## config.mk

```make
export PLATFORM = sky130hd
export DESIGN_NAME = por_front
export DESIGN_NICKNAME = d
export VERILOG_FILES = /design/src/hdl/por_pkg.sv /design/src/hdl/por_front.sv
export SDC_FILE = /design/constraint.sdc
export NUM_CORES = 1
export LEC_CHECK = 0
export BUFFER_PORTS_ARGS = -buffer_cell sky130_fd_sc_hd__buf_4
export CAP_MARGIN = 15
export CORE_MARGIN = 4
export CORE_UTILIZATION = 26
export DETAILED_ROUTE_END_ITERATION = 8
export PLACE_DENSITY = 0.81
export SLEW_MARGIN = 20
export SYNTH_ARGS = -nofsm -noshare
export SYNTH_HDL_FRONTEND = slang
export SYNTH_SLANG_ARGS = --single-unit
```

## constraint.sdc

```tcl
create_clock -name vclk -period 1.2
set_input_delay 0.12 -clock vclk [all_inputs]
set_output_delay 0.12 -clock vclk [all_outputs]
set_load 0.02 [all_outputs]
```

## src/hdl/por_pkg.sv

```systemverilog
`default_nettype none

package por_pkg;

    localparam int PATTERN_MAX_DEF = 16;
    localparam int TEXT_MAX_DEF    = 1024;
    localparam int QUEUE_DEPTH     = 2;

    localparam int OP_W      = 2;
    localparam int PIDX_W    = 4;
    localparam int WORD_W    = 32;
    localparam int POS_W     = 10;
    localparam int CNT_W     = 11;
    localparam int STATUS_W  = 2;
    localparam int LEN_CFG_W = 5;

    // Operation codes on the request channel
    localparam logic [OP_W-1:0] OP_LOAD   = 2'd0;
    localparam logic [OP_W-1:0] OP_APPEND = 2'd1;
    localparam logic [OP_W-1:0] OP_QUERY  = 2'd2;
    localparam logic [OP_W-1:0] OP_CLEAR  = 2'd3;

    // Query status codes
    localparam logic [STATUS_W-1:0] ST_OK    = 2'd0;
    localparam logic [STATUS_W-1:0] ST_CLAMP = 2'd1;
    localparam logic [STATUS_W-1:0] ST_ORDER = 2'd2;

    typedef enum logic [1:0] {
        CMD_LOAD,
        CMD_APPEND,
        CMD_QUERY,
        CMD_CLEAR
    } cmd_kind_t;

    // Classified request handed from the front end to the execution side
    typedef struct packed {
        cmd_kind_t          kind;
        logic               pidx_ok;
        logic               left_gt_right;
        logic [PIDX_W-1:0]  pattern_index;
        logic [WORD_W-1:0]  word_value;
        logic [POS_W-1:0]   range_left;
        logic [POS_W-1:0]   range_right;
    } cmd_t;

endpackage

`default_nettype wire

```

## src/hdl/por_front.sv

```systemverilog
`default_nettype none

module por_front #(
    parameter int PATTERN_MAX = por_pkg::PATTERN_MAX_DEF
) (
    input  wire logic                        in_valid,
    output logic                             in_ready,
    input  wire logic [por_pkg::OP_W-1:0]    operation,
    input  wire logic [por_pkg::PIDX_W-1:0]  pattern_index,
    input  wire logic [por_pkg::WORD_W-1:0]  word_value,
    input  wire logic [por_pkg::POS_W-1:0]   range_left,
    input  wire logic [por_pkg::POS_W-1:0]   range_right,
    output logic                             push_valid,
    input  wire logic                        push_ready,
    output por_pkg::cmd_t                    cmd
);

    assign push_valid = in_valid;
    assign in_ready   = push_ready;

    always_comb
    begin
        unique case (operation)
            por_pkg::OP_LOAD:   cmd.kind = por_pkg::CMD_LOAD;
            por_pkg::OP_APPEND: cmd.kind = por_pkg::CMD_APPEND;
            por_pkg::OP_QUERY:  cmd.kind = por_pkg::CMD_QUERY;
            default:            cmd.kind = por_pkg::CMD_CLEAR;
        endcase
        // flag loads aimed past the pattern store; the execution side drops them
        cmd.pidx_ok       = (32'(pattern_index) < PATTERN_MAX);
        cmd.left_gt_right = (range_left > range_right);
        cmd.pattern_index = pattern_index;
        cmd.word_value    = word_value;
        cmd.range_left    = range_left;
        cmd.range_right   = range_right;
    end

endmodule

`default_nettype wire

```

==> flow_results.xml <==
<?xml version="1.0" encoding="UTF-8"?>
<metrics>
  <group name="placed_design">
    <metric name="placed_cells" unit="">110</metric>
    <metric name="gpl.final_weighted_congestion" unit="">0.5737</metric>
    <metric name="hpwl" unit="mm">1.371</metric>
    <metric name="portBuffers" unit="">41</metric>
  </group>
  <group name="synthesis">
    <metric name="ranking_of_synthesized_cells_by_area" unit="">buf_4, ha_1, inv_1, a21oi_1, a211oi_2</metric>
    <metric name="yosys.area.top_type_share" unit="%">62.65</metric>
    <metric name="postSynthAreaPerCell" unit="µm²">7.288</metric>
    <metric name="number_of_distinct_library_cells_after_synthesis" unit="">14</metric>
    <metric name="sequential_to_total_area_share_from_yosys_stat" unit="%">0</metric>
    <metric name="synth_fp_nets" unit="">167</metric>
    <metric name="post_synth_instance_area" unit="µm²">706.9</metric>
    <metric name="synth_area_leader_cell" unit="">buf_4</metric>
    <metric name="yosys_warnings" unit="">0</metric>
    <metric name="syn_inst" unit="">97</metric>
  </group>
  <group name="finish">
    <metric name="leading_cell_type_in_the_layout_fill_and_taps_excluded" unit="">buf_4</metric>
    <metric name="finalNonFillerCells" unit="">110</metric>
    <metric name="number_of_nets_at_the_end_of_the_flow" unit="">152</metric>
    <metric name="number_of_flip_flops_and_latches" unit="">0</metric>
    <metric name="drive_gt1_share" unit="%">68.75</metric>
    <metric name="area_growth_synth_to_finish" unit="%">2.478</metric>
    <metric name="n_antenna_cell" unit="">0</metric>
    <metric name="layout.cells.most_common_list" unit="">buf_4, inv_1, ha_4, ha_1, buf_6</metric>
    <metric name="regArea" unit="µm²">0</metric>
    <metric name="fill_cells" unit="">278</metric>
    <metric name="nClkBuffers" unit="">0</metric>
  </group>
  <group name="route">
    <metric name="finalWirelength" unit="mm">1.454</metric>
    <metric name="detail-route-antenna-nets" unit="">0</metric>
    <metric name="drcViolationCount" unit="">0</metric>
    <metric name="vias_per_cell" unit="">4.136</metric>
    <metric name="routed-via-count" unit="">455</metric>
    <metric name="drt_iter0_markers" unit="">2</metric>
    <metric name="dr.pass1.iters" unit="">2</metric>
    <metric name="avgRoutedWirePerCell" unit="µm">13.22</metric>
  </group>
  <group name="timing">
    <metric name="max_clock_freq" unit="MHz">722.7</metric>
    <metric name="rsz0062_at_grt" unit="">true</metric>
    <metric name="number_of_setup_violations_in_the_final_report" unit="">1</metric>
    <metric name="layout_min_cycle_time" unit="ps">1384</metric>
    <metric name="whs" unit="ps">240.0</metric>
    <metric name="final_min_period_over_clock_period" unit="%">115.3</metric>
    <metric name="worst_slack" unit="ps">-183.7</metric>
    <metric name="number_of_slew_limit_violations_in_the_final_report" unit="">0</metric>
    <metric name="hold_violations" unit="">0</metric>
  </group>
  <group name="floorplanning">
    <metric name="initial_core_util" unit="%">27.78</metric>
    <metric name="core_region_area" unit="µm²">2545</metric>
    <metric name="chipWidth" unit="µm">60.15</metric>
    <metric name="die_y" unit="µm">60.15</metric>
    <metric name="std_cell_rows" unit="">18</metric>
    <metric name="floorplan.die_area" unit="µm²">3617</metric>
    <metric name="io_pins" unit="">122</metric>
  </group>
  <group name="critical_path">
    <metric name="crit_arrival" unit="ps">1260</metric>
    <metric name="path_class" unit="">input port to output port</metric>
    <metric name="critPathMaxFanout" unit="">2</metric>
    <metric name="critical_path_required" unit="ps">1080</metric>
    <metric name="end_kind" unit="">output port</metric>
    <metric name="timing.critical_path.from_type" unit="">input port</metric>
  </group>
  <group name="grt">
    <metric name="antenna_found_initial" unit="">0</metric>
    <metric name="grt_remaining_overflow" unit="">0</metric>
    <metric name="grt_max_degree" unit="">4</metric>
    <metric name="global_route.usage.total" unit="%">7.102</metric>
    <metric name="grt_pass1_vias" unit="">445</metric>
    <metric name="first_pass_grt_wire_length" unit="mm">2.028</metric>
  </group>
  <group name="pwr">
    <metric name="power.ir.vdd_worst" unit="mV">0.1320</metric>
    <metric name="report.power.total" unit="mW">0.3002</metric>
    <metric name="power.leakage" unit="nW">0.3777</metric>
    <metric name="cellPowerDensity" unit="nW/µm²">414.4</metric>
  </group>
  <group name="worst_hold_path">
    <metric name="min_path_cells" unit="">0</metric>
    <metric name="hold_path_class" unit="">input port to output port</metric>
    <metric name="hold_end" unit="">cmd[23]</metric>
    <metric name="worst_hold_startpoint" unit="">word_value[3]</metric>
  </group>
  <group name="clock_network">
    <metric name="post_cts_buffers" unit="">0</metric>
  </group>
  <group name="run_status">
    <metric name="status" unit="">finished with violations</metric>
    <metric name="violations" unit="">negative setup slack</metric>
  </group>
  <group name="run">
    <metric name="max-cap-violations" unit="">0</metric>
  </group>
</metrics>
==> stage by stage <==
step	cell area [µm²]	setup WS, ps	TNS, ps	utilization (%)
after floorplan	732.0	-38.59	-38.59	-
after global placement	649.4	-267.7	-267.7	25.52
final	724.4	-183.7	-183.7	28.47
after detailed placement	649.4	-290.6	-290.6	25.52
after CTS	705.7	-197.9	-197.9	27.73
after global routing	724.4	-241.6	-241.6	28.47
==> cells by family (layout without fill, tap and decap cells) <==
kind of cell | count (synthesis) | in the layout | share of synthesized area, %
buf+inv | 72 | 55 | 69.56
compound gates | 7 | 7 | 7.255
simple gates | 7 | 7 | 4.955
other cells | 1 | 1 | 0.5305
fa+ha+maj | 10 | 10 | 17.70
==> report_power, final <==
group / internal (mW) / total [mW] / switching, mW
sequential: 0 / 0 / 0
clock: 0 / 0 / 0
combinational: 0.158 / 0.300 / 0.142
total: 0.158 / 0.300 / 0.142
==> cell type report <==
cell class	count	area, µm²	area share [%]
repair buffers	44	345.3	47.67
multi-input cells	25	285.3	39.38
inverters	11	56.30	7.772
well taps	30	37.54	5.181
==> how the worst max path moves through the flow <==
stage,from,end,slack (ps)
detailed placement,range_right[3],cmd[56],-290
floorplan,range_right[3],cmd[56],-40
finish,range_left[6],cmd[56],-180
global route,range_left[6],cmd[56],-240
CTS,range_left[6],cmd[56],-200
global placement,range_right[3],cmd[56],-270
==> per-layer routing <==
metal	routed length, µm	GRT usage [%]
met1	396	5.689
met2	675	13.27
met3	307	4.104
met4	76	3.797
met5	0	0
==> Yosys cell counts <==
cell type and count:
a211oi_2 1, a21o_1 1, a21oi_1 3, buf_4 59, clkbuf_1 2, conb_1 1, ha_1 10, inv_1 11
nand3_1 2, nand4_1 2, nor2_1 2, nor3_1 1, o21ai_0 1, o41a_1 1
==> critical path: stages <==
cell,delay [ps]
buf_4,110
ha_1,200
a211oi_2,200
nor2_1,70
o41a_1,420
buf_6,140
==> what timing repair did <==
item,4_1_cts,5_1_grt
cloned,0,0
resized for setup,10,4
hold buffers,0,0
hold endpoints to repair,0,0
endpoints found under the setup margin,1,1
pin swaps,4,1
(Power assumes the default switching activity.)
