## src/hdl/por_pkg.sv

```systemverilog
`default_nettype none

package por_pkg;

    localparam int PATTERN_MAX_DEF = 16;
    localparam int TEXT_MAX_DEF    = 1024;
    localparam int QUEUE_DEPTH     = 2;

    localparam int OP_W      = 2;
    localparam int PIDX_W    = 4;
    localparam int WORD_W    = 32;
    localparam int POS_W     = 10;
    localparam int CNT_W     = 11;
    localparam int STATUS_W  = 2;
    localparam int LEN_CFG_W = 5;

    // Operation codes on the request channel
    localparam logic [OP_W-1:0] OP_LOAD   = 2'd0;
    localparam logic [OP_W-1:0] OP_APPEND = 2'd1;
    localparam logic [OP_W-1:0] OP_QUERY  = 2'd2;
    localparam logic [OP_W-1:0] OP_CLEAR  = 2'd3;

    // Query status codes
    localparam logic [STATUS_W-1:0] ST_OK    = 2'd0;
    localparam logic [STATUS_W-1:0] ST_CLAMP = 2'd1;
    localparam logic [STATUS_W-1:0] ST_ORDER = 2'd2;

    typedef enum logic [1:0] {
        CMD_LOAD,
        CMD_APPEND,
        CMD_QUERY,
        CMD_CLEAR
    } cmd_kind_t;

    // Classified request handed from the front end to the execution side
    typedef struct packed {
        cmd_kind_t          kind;
        logic               pidx_ok;
        logic               left_gt_right;
        logic [PIDX_W-1:0]  pattern_index;
        logic [WORD_W-1:0]  word_value;
        logic [POS_W-1:0]   range_left;
        logic [POS_W-1:0]   range_right;
    } cmd_t;

endpackage

`default_nettype wire

```

## src/hdl/por_queue.sv

```systemverilog
`default_nettype none

module por_queue #(
    parameter int DEPTH = por_pkg::QUEUE_DEPTH
) (
    input  wire logic          clk,
    input  wire logic          rst_n,
    input  wire logic          push_valid,
    output logic               push_ready,
    input  wire por_pkg::cmd_t push_data,
    output logic               pop_valid,
    input  wire logic          pop_ready,
    output por_pkg::cmd_t      pop_data
);

    localparam int PW = (DEPTH > 1) ? $clog2(DEPTH) : 1;
    localparam int CW = $clog2(DEPTH + 1);

    por_pkg::cmd_t  mem_reg [DEPTH];
    logic [PW-1:0]  wr_ptr_reg, wr_ptr_next;
    logic [PW-1:0]  rd_ptr_reg, rd_ptr_next;
    logic [CW-1:0]  count_reg, count_next;
    logic           push, pop;

    assign push_ready = (count_reg != CW'(DEPTH));
    assign pop_valid  = (count_reg != '0);
    assign pop_data   = mem_reg[rd_ptr_reg];
    assign push       = push_valid && push_ready;
    assign pop        = pop_valid && pop_ready;

    always_comb
    begin
        wr_ptr_next = wr_ptr_reg;
        rd_ptr_next = rd_ptr_reg;
        count_next  = count_reg;
        if (push)
        begin
            wr_ptr_next = (wr_ptr_reg == PW'(DEPTH - 1)) ? '0 : wr_ptr_reg + 1'b1;
        end
        if (pop)
        begin
            rd_ptr_next = (rd_ptr_reg == PW'(DEPTH - 1)) ? '0 : rd_ptr_reg + 1'b1;
        end
        if (push && !pop)
        begin
            count_next = count_reg + 1'b1;
        end
        else if (pop && !push)
        begin
            count_next = count_reg - 1'b1;
        end
    end

    always_ff @(posedge clk or negedge rst_n)
    begin
        if (!rst_n)
        begin
            wr_ptr_reg <= '0;
            rd_ptr_reg <= '0;
            count_reg  <= '0;
        end
        else
        begin
            wr_ptr_reg <= wr_ptr_next;
            rd_ptr_reg <= rd_ptr_next;
            count_reg  <= count_next;
        end
    end

    always_ff @(posedge clk)
    begin
        if (push)
        begin
            mem_reg[wr_ptr_reg] <= push_data;
        end
    end

endmodule

`default_nettype wire

```

## config.mk

```make
export PLATFORM = sky130hd
export DESIGN_NAME = por_queue
export DESIGN_NICKNAME = d
export VERILOG_FILES = /design/src/hdl/por_pkg.sv /design/src/hdl/por_queue.sv
export SDC_FILE = /design/constraint.sdc
export NUM_CORES = 1
export LEC_CHECK = 0
export ABC_AREA = 1
export BUFFER_PORTS_ARGS = -buffer_cell sky130_fd_sc_hd__buf_2
export CAP_MARGIN = 10
export CORE_AREA = 2 2 100 102
export CTS_CLUSTER_DIAMETER = 60
export DETAILED_ROUTE_END_ITERATION = 16
export DIE_AREA = 0 0 102 104
export GPL_TIMING_DRIVEN = 0
export PLACE_DENSITY = 0.76
export SLEW_MARGIN = 25
export SYNTH_ARGS = -nofsm -noshare
export SYNTH_HDL_FRONTEND = slang
export SYNTH_SLANG_ARGS = --single-unit
```

## constraint.sdc

```tcl
create_clock -name clk -period 4.8 [get_ports clk]
set_input_delay 0.72 -clock clk [delete_from_list [all_inputs] [get_ports clk]]
set_output_delay 0.72 -clock clk [all_outputs]
set_load 0.005 [all_outputs]
```

==> results.md, run 1 <==
- Status: finished, final reports clean
- Routed wire length per instance: 13.9 µm
- Peak VDD IR: 0.309 mV
- CTS Buf Count: 17
- Static leakage: 2.71 nW
- Post-Syn Nets: 407
- H-tree lvl count: 4
- Synth warn: 0
- Syn Inst Count: 342
- First-pass GRT wire length: 14.2 mm
- Total Routed Length: 8.87 mm
- Worst hold slack: 407 ps
- RSZ-0062 raised after global routing: no
- Gp weighted congestion: 0.685
- Detail Route Antenna Nets: 0
- GR peak layer: met2
- Final period util: 46.8%
- Fin util: 65.5%
- Total GRT Usage: 17.9%
- Min Tclk post-route: 2250 ps
- Largest register FFs: 120
- DP HPWL: 6.32 mm
- Met2 Usage GRT: 31.1%
- Number of port buffers: 125
- Grt met1 use: 20.0%
- Avg Cell Area, Syn: 13.7 µm²
- Most frequent cells in the layout: nand2_1, buf_2, edfxtp_1
- Vias: 2931
- Area Overhead vs Synth: 33.1%
- Mapped Area: 4700 µm²
- CP max FO: 10
- Initial Util: 49.2%
- Clk Latency, worst-skew pair: 500 ps
- Max-slew violations: 0
- Startpoint types: register
- Initial DRC Count: 78
- Clock transition at the registers of the reported paths: 60 ps
- Vias in the first global route: 2997
- Setup crit end kind: output port
- M3 GR Usage: 5.85%
- Fin area: 6260 µm²
- Core region area: 9550 µm²
- Drc violations: 0
- Worst path required time: 4080 ps
- Post-DR vias/cell: 4.59
- Rows: 36
- Die Wd: 102 µm
- PD cells: 641 nW/µm²
- Total I/O pin count: 126
- Skew final: 3.68 ps
- Worst setup path class: reg2out
- Max-Cap Viols: 0
- Largest net degree at the start of global routing: 20
- Final Hold Fails: 0
- Gr ovfl total: 0
- # diodes: 0
- Relative slew slack: 60.8%
- Commonest non-fill, non-tap cell in the layout: nand2_1
- Max frequency: 0.445 GHz
- Synth unique cells: 16
- Clock Tree Buf Depth: 2
- Die H: 104 µm
- Worst hold path class: in2reg
- NumNets Final: 558
- Ratio of cells with drive above 1 in the final layout: 38.9%
- R2R depth: 6
- Drt pass-1 iters: 4
- Sequential fraction of the synthesis area: 78.8%
- Dpl cell area: 5670 µm²
- # clock sinks: 124
- Data arrival, critical path: 1530 ps
- Root buffer cell: clkbuf_8
- Hold path depth: 1
- Yosys reg bits: 124
- CTS tree: built
- Initial antenna violation count: 0
- Worst Tran Pin Value: 586 ps
- Die area: 10600 µm²
- Final setup vio count: 0
[per-layer routing]
metal	routed length, µm	part of all wire [%]	vias up
met5	0	0	-
met4	84	0.95	0
met3	440	5.0	6
met2	4770	54	89
met1	3570	40	1381
li1	-	-	1455
[path summary, 6_finish.rpt]
check	startpoint	to	slack, ps
worst max register to register	count_reg[0]$_DFFE_PN0P_	mem_reg[1][44]$_DFFE_PP_	2990
max in group asynchronous	rst_n	rd_ptr_reg$_DFFE_PN0P_	4120
worst min register to register	count_reg[1]$_DFFE_PN0P_	count_reg[1]$_DFFE_PN0P_	530
min in group asynchronous	rst_n	wr_ptr_reg$_DFFE_PN0P_	570
worst min-delay path	push_data[5]	mem_reg[1][5]$_DFFE_PP_	410
worst max-delay path	rd_ptr_reg$_DFFE_PN0P_	pop_data[27]	2550
[repair_timing]
action | in CTS | in global routing
hold endpoints to repair | 4 | 0
setup buffers | 0 | 0
hold buffers | 1 | 0
resized for setup | 0 | 0
[through the flow]
stage | setup slack (ps) | total power, mW | setup TNS, ps | instances
after floorplan | 1020 | 2.26 | 0 | 342
after global placement | -371 | 2.72 | -43930 | 600
after detailed placement | 2690 | 2.84 | 0 | 606
after CTS | 2510 | 4.06 | 0 | 639
after global routing | 2460 | 4.26 | 0 | 639
final | 2550 | 4.01 | 0 | 639
[kinds of logic (layout without fill, tap and decap cells)]
group / after synthesis / after routing / synth area share [%]
xor+xnor: 2 / 2 / 0.373
fa+ha+maj: 1 / 1 / 0.266
buf+inv: 20 / 184 / 3.73
flops: 124 / 124 / 78.8
simple gates: 195 / 195 / 16.8
[cells in the mapped netlist, drive strengths merged]
library cell	number	area, µm²
nand4	1	6.26
dfrtp	4	100
nand3	2	10.0
xor2	1	8.76
ha	1	12.5
xnor2	1	8.76
nand2	190	768
buf	13	141
inv	7	33.8
nor2	2	7.51
edfxtp	120	3600
[power breakdown]
group	leakage (nW)	switching [mW]	internal [mW]
clock	0.270	0.427	0.785
sequential	1.16	0.0687	1.48
combinational	1.28	0.706	0.544
[worst max-delay path, stage by stage, from the launching register on]
cell     delay, ps
dfrtp_1        370
buf_6          150
inv_8          100
buf_6          150
nand2_1         60
nand2_1         70
buf_2          110
[final cells by class]
class / count / area (µm²)
timing repair buffer: 132 / 801
tap: 133 / 166
clock buffer: 20 / 425
fill: 714 / 3290
multi-input combinational: 198 / 837
buffer: 13 / 141
clock inverter: 12 / 148
sequential: 124 / 3700
inverter: 7 / 33.8
Note: power is estimated with default switching activity, not from simulation.
==> run 2, diff against run 1 <==
--- a/config.mk
+++ b/config.mk
@@ -8,12 +8,12 @@
 export ABC_AREA = 1
 export BUFFER_PORTS_ARGS = -buffer_cell sky130_fd_sc_hd__buf_2
 export CAP_MARGIN = 10
-export CORE_AREA = 2 2 100 102
+export CORE_AREA = 2 2 104 106
 export CTS_CLUSTER_DIAMETER = 60
 export DETAILED_ROUTE_END_ITERATION = 16
-export DIE_AREA = 0 0 102 104
+export DIE_AREA = 0 0 106 108
 export GPL_TIMING_DRIVEN = 0
-export PLACE_DENSITY = 0.76
+export PLACE_DENSITY = 0.74
 export SLEW_MARGIN = 25
 export SYNTH_ARGS = -nofsm -noshare
 export SYNTH_HDL_FRONTEND = slang
==> constraint.sdc (replaced) <==
create_clock -name clk -period 2 [get_ports clk]
set_input_delay 0.3 -clock clk [delete_from_list [all_inputs] [get_ports clk]]
set_output_delay 0.3 -clock clk [all_outputs]
set_load 0.005 [all_outputs]
==> run 2 against run 1 <==
  * First-iteration DRC count grew 85%
  * Die area grew 7.9%
  * Clock skew grew 1.5 ps
  * Combinational power grew 140%
  * Sequential cell count is the same
  * Global-route usage shrank 0.21 points
  * Largest power group unchanged
  * Final area grew 9.6%
  * Non-clock buffer count grew 59
  * Clock power grew to 2.6 times the previous value
  * Setup slack lost 2400 ps
  * Cell count grew 9.7%
  * Count of clock-buffer cells in the layout shrank 3
==> results.md, run 2 (same netlist as run 1, synthesis figures left out) <==
- Total GRT Usage: 17.7% (was 17.9%)
- Initial antenna violation count: 0 (unchanged)
- Routed wire length per instance: 14.0 µm (was 13.9 µm)
- NumNets Final: 617 (was 558)
- Final Hold Fails: 0 (unchanged)
- Gp weighted congestion: 0.721 (was 0.685)
- Worst path required time: 1700 ps (was 4080 ps)
- Crit path cell chain: buf_6 -> inv_8 -> buf_6 -> nand2_1 -> nand2_1 -> buf_2 (unchanged)
- First-pass GRT wire length: 15.3 mm (was 14.2 mm)
- Final instance count without filler cells: 701 (was 639)
- Largest net degree at the start of global routing: 24 (was 20)
- Die H: 108 µm (was 104 µm)
- CP max stage delay: 370 ps (about the same)
- Drc violations: 0 (unchanged)
- Die Wd: 106 µm (was 102 µm)
- Crit path depth: 6 (unchanged)
- # clock sinks: 124 (unchanged)
- RSZ-0062 raised after global routing: no (unchanged)
- Min Tclk post-route: 1860 ps
- Commonest non-fill, non-tap cell in the layout: nand2_1 (unchanged)
- Data arrival, critical path: 1560 ps (was 1530 ps)
- Initial Util: 45.9% (was 49.2%)
- Area Overhead vs Synth: 45.9% (was 33.1%)
- Max-slew violations: 0 (unchanged)
- Flop2flop setup slack: 160 ps (was 2990 ps)
- Setup crit end kind: output port (unchanged)
- Relative slew slack: 50.9% (was 60.8%)
- H-tree lvl count: 4 (unchanged)
- Worst hold slack: 58.1 ps (was 407 ps)
- Max frequency: 0.539 GHz
- Total Routed Length: 9.79 mm (was 8.87 mm)
- Slowest cell on the critical path: dfrtp_1 (unchanged)
- Peak VDD IR: 0.958 mV (was 0.309 mV)
- Vias in the first global route: 3177 (was 2997)
- Clock Tree Buf Depth: 2 (unchanged)
- Largest register FFs: 120 (unchanged)
- # diodes: 0 (unchanged)
- Status: finished, final reports clean (unchanged)
- Initial DRC Count: 144 (was 78)
- Clk Latency, worst-skew pair: 500 ps (about the same)
- Vias: 3197 (was 2931)
- Startpoint types: register (unchanged)
- # fillers: 754 (was 714)
- CTS Buf Count: 17 (unchanged)
- Skew final: 5.15 ps (was 3.68 ps)
- Number of port buffers: 125 (unchanged)
- CP max FO: 10 (unchanged)
- Final setup vio count: 0 (unchanged)
- Largest delay contributor family on the critical path: buffers and inverters (unchanged)
- Post-Place Cells: 608 (was 606)
- Max-Cap Viols: 0 (unchanged)
- Clock transition at the registers of the reported paths: 60 ps (about the same)
- Final worst slack: 145 ps (was 2550 ps)
- Hold path depth: 3 (was 1)
- CTS tree: built (unchanged)
- Fin util: 67.0% (was 65.5%)
- R2R depth: 6 (unchanged)
- Detail Route Antenna Nets: 0 (unchanged)
- Rows: 37 (was 36)
- Ratio of cells with drive above 1 in the final layout: 35.2% (was 38.9%)
- Total design power: 9.91 mW (was 4.01 mW)
- Worst setup path class: reg2out (unchanged)
- Core region area: 10200 µm² (was 9550 µm²)
- DP HPWL: 6.02 mm (was 6.32 mm)
- Most frequent cells in the layout: nand2_1, buf_2, edfxtp_1 (unchanged)
- Dpl cell area: 5640 µm² (was 5670 µm²)
- Final period util: 92.8%
- Post-DR vias/cell: 4.56 (was 4.59)
- Worst Tran Pin Value: 735 ps (was 586 ps)
- Static leakage: 2.97 nW (was 2.71 nW)
- DP Worst Slack: 165 ps (was 2690 ps)
- Gr ovfl total: 0 (unchanged)
- PD cells: 1450 nW/µm² (was 641 nW/µm²)
- Fin area: 6860 µm² (was 6260 µm²)
- Total I/O pin count: 126 (unchanged)
- Die area: 11400 µm² (was 10600 µm²)
- Buf/Inv on CP: 4 (unchanged)
- Worst hold path class: in2reg (unchanged)
- Drt pass-1 iters: 4 (unchanged)
- Root buffer cell: clkbuf_8 (unchanged)
- TNS Setup: 0 ps (unchanged)
## run 2: timing repair
item / 4_1_cts / 5_1_grt
hold buffers: 61 / 0
setup buffers: 0 / 0
setup endpoints to repair: 0 / 0
resized for setup: 0 / 0
hold endpoints to repair: 124 / 0
## run 2: power breakdown
part | internal, mW | total, mW | switching [mW]
Clock | 2.02 | 3.13 | 1.11
Combinational | 1.33 | 3.06 | 1.73
Sequential | 3.55 | 3.72 | 0.168
Total | 6.90 | 9.91 | 3.01
## run 2: final timing paths
path                                     startpoint                  endpoint
setup / recovery             rd_ptr_reg$_DFFE_PN0P_              pop_data[25]
hold / removal                            pop_ready    rd_ptr_reg$_DFFE_PN0P_
setup reg to reg           count_reg[0]$_DFFE_PN0P_  mem_reg[0][24]$_DFFE_PP_
hold reg to reg            count_reg[0]$_DFFE_PN0P_  count_reg[0]$_DFFE_PN0P_
max in group asynchronous                     rst_n    wr_ptr_reg$_DFFE_PN0P_
min in group asynchronous                     rst_n  count_reg[1]$_DFFE_PN0P_
## run 2: routing by layer
layer,GRT usage (%),part of all wire (%),up-vias
met1,19.8,40,1507
met2,31.5,54,105
met4,7.33,1.2,0
met5,0,0,-
met3,5.42,4.9,11
li1,-,-,1574
## run 2: layout make-up
| type | instances | area (µm²) | area share, % |
|---|---|---|---|
| Tap cell | 136 | 170 | 2.48 |
| Timing Repair Buffer | 191 | 1360 | 19.9 |
| Multi-Input combinational cell | 198 | 837 | 12.2 |
| Clock inverter | 15 | 196 | 2.86 |
| Clock buffer | 17 | 414 | 6.04 |
| Sequential cell | 124 | 3700 | 54.0 |
| Inverter | 7 | 33.8 | 0.493 |
| Buffer | 13 | 141 | 2.06 |
## run 2: worst register-to-register path, cell delays in order, from the launching register on
cell     delay [ps]
dfrtp_1         400
inv_2            70
nand2_2          70
nand2_2         110
nor2_4          480
buf_8           240
buf_16          170
==> run 3, diff against run 2 <==
--- a/config.mk
+++ b/config.mk
@@ -8,12 +8,15 @@
 export ABC_AREA = 1
 export BUFFER_PORTS_ARGS = -buffer_cell sky130_fd_sc_hd__buf_2
 export CAP_MARGIN = 10
-export CORE_AREA = 2 2 104 106
+export CELL_PAD_IN_SITES_DETAIL_PLACEMENT = 0
+export CELL_PAD_IN_SITES_GLOBAL_PLACEMENT = 2
+export CORE_AREA = 2 2 125 127
+export CTS_BUF_LIST = sky130_fd_sc_hd__clkbuf_2 sky130_fd_sc_hd__clkbuf_4 sky130_fd_sc_hd__clkbuf_8
 export CTS_CLUSTER_DIAMETER = 60
 export DETAILED_ROUTE_END_ITERATION = 16
-export DIE_AREA = 0 0 106 108
+export DIE_AREA = 0 0 127 129
 export GPL_TIMING_DRIVEN = 0
-export PLACE_DENSITY = 0.74
+export PLACE_DENSITY_LB_ADDON = 0.1
 export SLEW_MARGIN = 25
 export SYNTH_ARGS = -nofsm -noshare
 export SYNTH_HDL_FRONTEND = slang
==> run 3 against run 2 <==
  * First-iteration DRC count shrank 36%
  * Setup slack gained 120 ps
  * Sequential cell count did not move
  * Non-clock buffer count decreased by 59
  * Maximum frequency is 6.8% higher
  * Cell count shrank 0.86%
  * Combinational power fell by 1%
  * Register-to-register slack improved by 260 ps
  * Critical endpoint unchanged
==> results.md, run 3 (same netlist as run 1, synthesis figures left out) <==
- Gr ovfl total: 0 (unchanged)
- Commonest non-fill, non-tap cell in the layout: nand2_1 (unchanged)
- Clk Latency, worst-skew pair: 420 ps (was 500 ps)
- Initial Util: 31.4% (was 45.9%)
- Detail Route Antenna Nets: 0 (unchanged)
- Vias: 2936 (was 3197)
- Switch share: 32.5% (was 30.3%)
- Worst hold slack: 59.1 ps (was 58.1 ps)
- Root buffer cell: clkbuf_8 (unchanged)
- Die Wd: 127 µm (was 106 µm)
- Sequential power share: 42.8% (was 37.5%)
- Final period util: 86.9% (was 92.8%)
- Max frequency: 0.576 GHz (was 0.539 GHz)
- Skew final: 6.11 ps (was 5.15 ps)
- Worst Hold End: mem_reg[1][47]$_DFFE_PP_ (was rd_ptr_reg$_DFFE_PN0P_)
- Final Hold Fails: 0 (unchanged)
- H-tree lvl count: 4 (unchanged)
- Total I/O pin count: 126 (unchanged)
- Rows: 45 (was 37)
- Total Routed Length: 9.80 mm (was 9.79 mm)
- Worst path required time: 1700 ps (about the same)
- Data arrival, critical path: 1440 ps (was 1560 ps)
- Post-DR vias/cell: 4.22 (was 4.56)
- # fillers: 1464 (was 754)
- Most frequent cells in the layout: nand2_1, buf_2, edfxtp_1 (unchanged)
- CTS tree: built (unchanged)
- Worst setup path class: reg2out (unchanged)
- Max-slew violations: 0 (unchanged)
- Gp weighted congestion: 0.683 (was 0.721)
- Clock Tree Buf Depth: 2 (unchanged)
- Area Overhead vs Synth: 29.2% (was 45.9%)
- Initial antenna violation count: 1 (was 0)
- Routed wire length per instance: 14.1 µm (was 14.0 µm)
- CTS Buf Count: 17 (unchanged)
- Ratio of cells with drive above 1 in the final layout: 39.1% (was 35.2%)
- DP HPWL: 6.54 mm (was 6.02 mm)
- NetSw: 2.80 mW (was 3.01 mW)
- PD cells: 1420 nW/µm² (was 1450 nW/µm²)
- P_int: 5.83 mW (was 6.90 mW)
- Worst Tran Pin Value: 235 ps (was 735 ps)
- First-pass GRT wire length: 14.8 mm (was 15.3 mm)
- Total GRT Usage: 12.5% (was 17.7%)
- Flop2flop setup slack: 420 ps (was 160 ps)
- Largest register FFs: 120 (unchanged)
- Status: finished, final reports clean (unchanged)
- Number of port buffers: 125 (unchanged)
- Worst hold path class: in2reg (unchanged)
- Origin of the critical flop-to-flop path: count_reg[0]$_DFFE_PN0P_ (unchanged)
- Clock group share of total power: 22.2% (was 31.6%)
- Relative slew slack: 84.3% (was 50.9%)
- Post-CTS Setup Inserts: 0 (unchanged)
- RSZ-0062 raised after global routing: no (unchanged)
- Static leakage: 2.61 nW (was 2.97 nW)
- Largest net degree at the start of global routing: 22 (was 24)
- PostCTS Resize Cnt: 0 (unchanged)
- Max-Cap Viols: 0 (unchanged)
- # clock sinks: 124 (unchanged)
- Hold path depth: 1 (was 3)
- Drc violations: 0 (unchanged)
- Hold path start: push_data[47] (was pop_ready)
- Die area: 16400 µm² (was 11400 µm²)
- NumNets Final: 558 (was 617)
- Min Tclk post-route: 1740 ps (was 1860 ps)
- Clock transition at the registers of the reported paths: 70 ps (was 60 ps)
- Final setup vio count: 0 (unchanged)
- R2R depth: 6 (unchanged)
- Startpoint types: register (unchanged)
- Vias in the first global route: 2913 (was 3177)
- Combinational power share: 35.0% (was 30.9%)
- Core region area: 15000 µm² (was 10200 µm²)
- TNS Setup: 0 ps (unchanged)
- CP max FO: 10 (unchanged)
- Peak VDD IR: 0.536 mV (was 0.958 mV)
- Die H: 129 µm (was 108 µm)
- Reg-to-Reg End: mem_reg[1][18]$_DFFE_PP_ (was mem_reg[0][24]$_DFFE_PP_)
- Drt pass-1 iters: 4 (unchanged)
- Setup crit end kind: output port (unchanged)
- Initial DRC Count: 92 (was 144)
==> run 3: cell count changes in the layout (fill, tap and decap cells not counted), moves of 2 or more <==
cell	before	now
bufinv_16	4	1
dlygate4sd3_1	61	1
inv_6	2	0
clkinv_1	2	4
clkbuf_8	1	17
clkinv_2	2	5
clkbuf_16	16	0
clkbuf_4	0	4
buf_12	2	5
clkinv_4	3	0
==> run 3: cell type report <==
class                           count  area [µm²]  area share, %
Sequential cell                   124        3700           61.0
Buffer                             13         141           2.33
Inverter                            7        33.8          0.556
Multi-Input combinational cell    198         837           13.8
Antenna cell                        1        2.50         0.0412
Clock buffer                       21         264           4.35
Tap cell                          188         235           3.87
Timing Repair Buffer              132         778           12.8
Clock inverter                     11        77.6           1.28
==> run 3: worst max-delay path by stage <==
stage	start	slack (ps)	endpoint
after floorplan	count_reg[0]$_DFFE_PN0P_	-560	mem_reg[0][0]$_DFFE_PP_
after global placement	count_reg[0]$_DFFE_PN0P_	-1790	mem_reg[1][2]$_DFFE_PP_
after detailed placement	count_reg[0]$_DFFE_PN0P_	400	mem_reg[1][23]$_DFFE_PP_
after CTS	rd_ptr_reg$_DFFE_PN0P_	190	pop_data[20]
after global routing	rd_ptr_reg$_DFFE_PN0P_	120	pop_data[38]
final	rd_ptr_reg$_DFFE_PN0P_	260	pop_data[25]
==> run 3: repair_timing <==
action,4_1_cts,5_1_grt
hold buffers,1,0
endpoints found under the setup margin,0,0
hold endpoints to repair,4,0
==> run 3: power by group through the flow <==
stage | Clock [mW] | Combinational [mW] | Sequential, mW
2_1_floorplan | 0 | 1.65 | 3.76
3_3_place_gp | 0 | 2.89 | 3.80
3_5_place_dp | 0 | 3.13 | 3.75
4_1_cts | 1.98 | 3.15 | 3.70
5_1_grt | 2.07 | 3.42 | 3.75
6_report | 1.92 | 3.02 | 3.70
==> run 3: routing by layer <==
| metal | global-route usage [%] | vias up | wire length (µm) |
|---|---|---|---|
| li1 | - | 1459 | - |
| met1 | 14.6 | 1375 | 4330 |
| met2 | 19.9 | 90 | 4630 |
| met3 | 5.03 | 12 | 648 |
| met4 | 6.53 | 0 | 193 |
| met5 | 0 | - | 0 |
==> run 3: worst max-delay path: stages, from the launching register on <==
cell,delay (ps)
dfrtp_1,370
buf_6,150
inv_8,100
buf_6,150
nand2_1,60
nand2_1,70
buf_2,110
==> run 3: stage by stage <==
| stage | cell area, µm² | instances | setup WS [ps] | util (%) | power [mW] |
|---|---|---|---|---|---|
| after detailed placement | 5720 | 661 | 398 | 38.2 | 6.88 |
| after CTS | 6070 | 694 | 193 | 40.5 | 8.83 |
| after global placement | 5570 | 655 | -1790 | 37.2 | 6.69 |
| final | 6070 | 695 | 263 | 40.6 | 8.63 |
| after global routing | 6070 | 694 | 119 | 40.5 | 9.25 |
| after floorplan | 4710 | 342 | -561 | - | 5.40 |
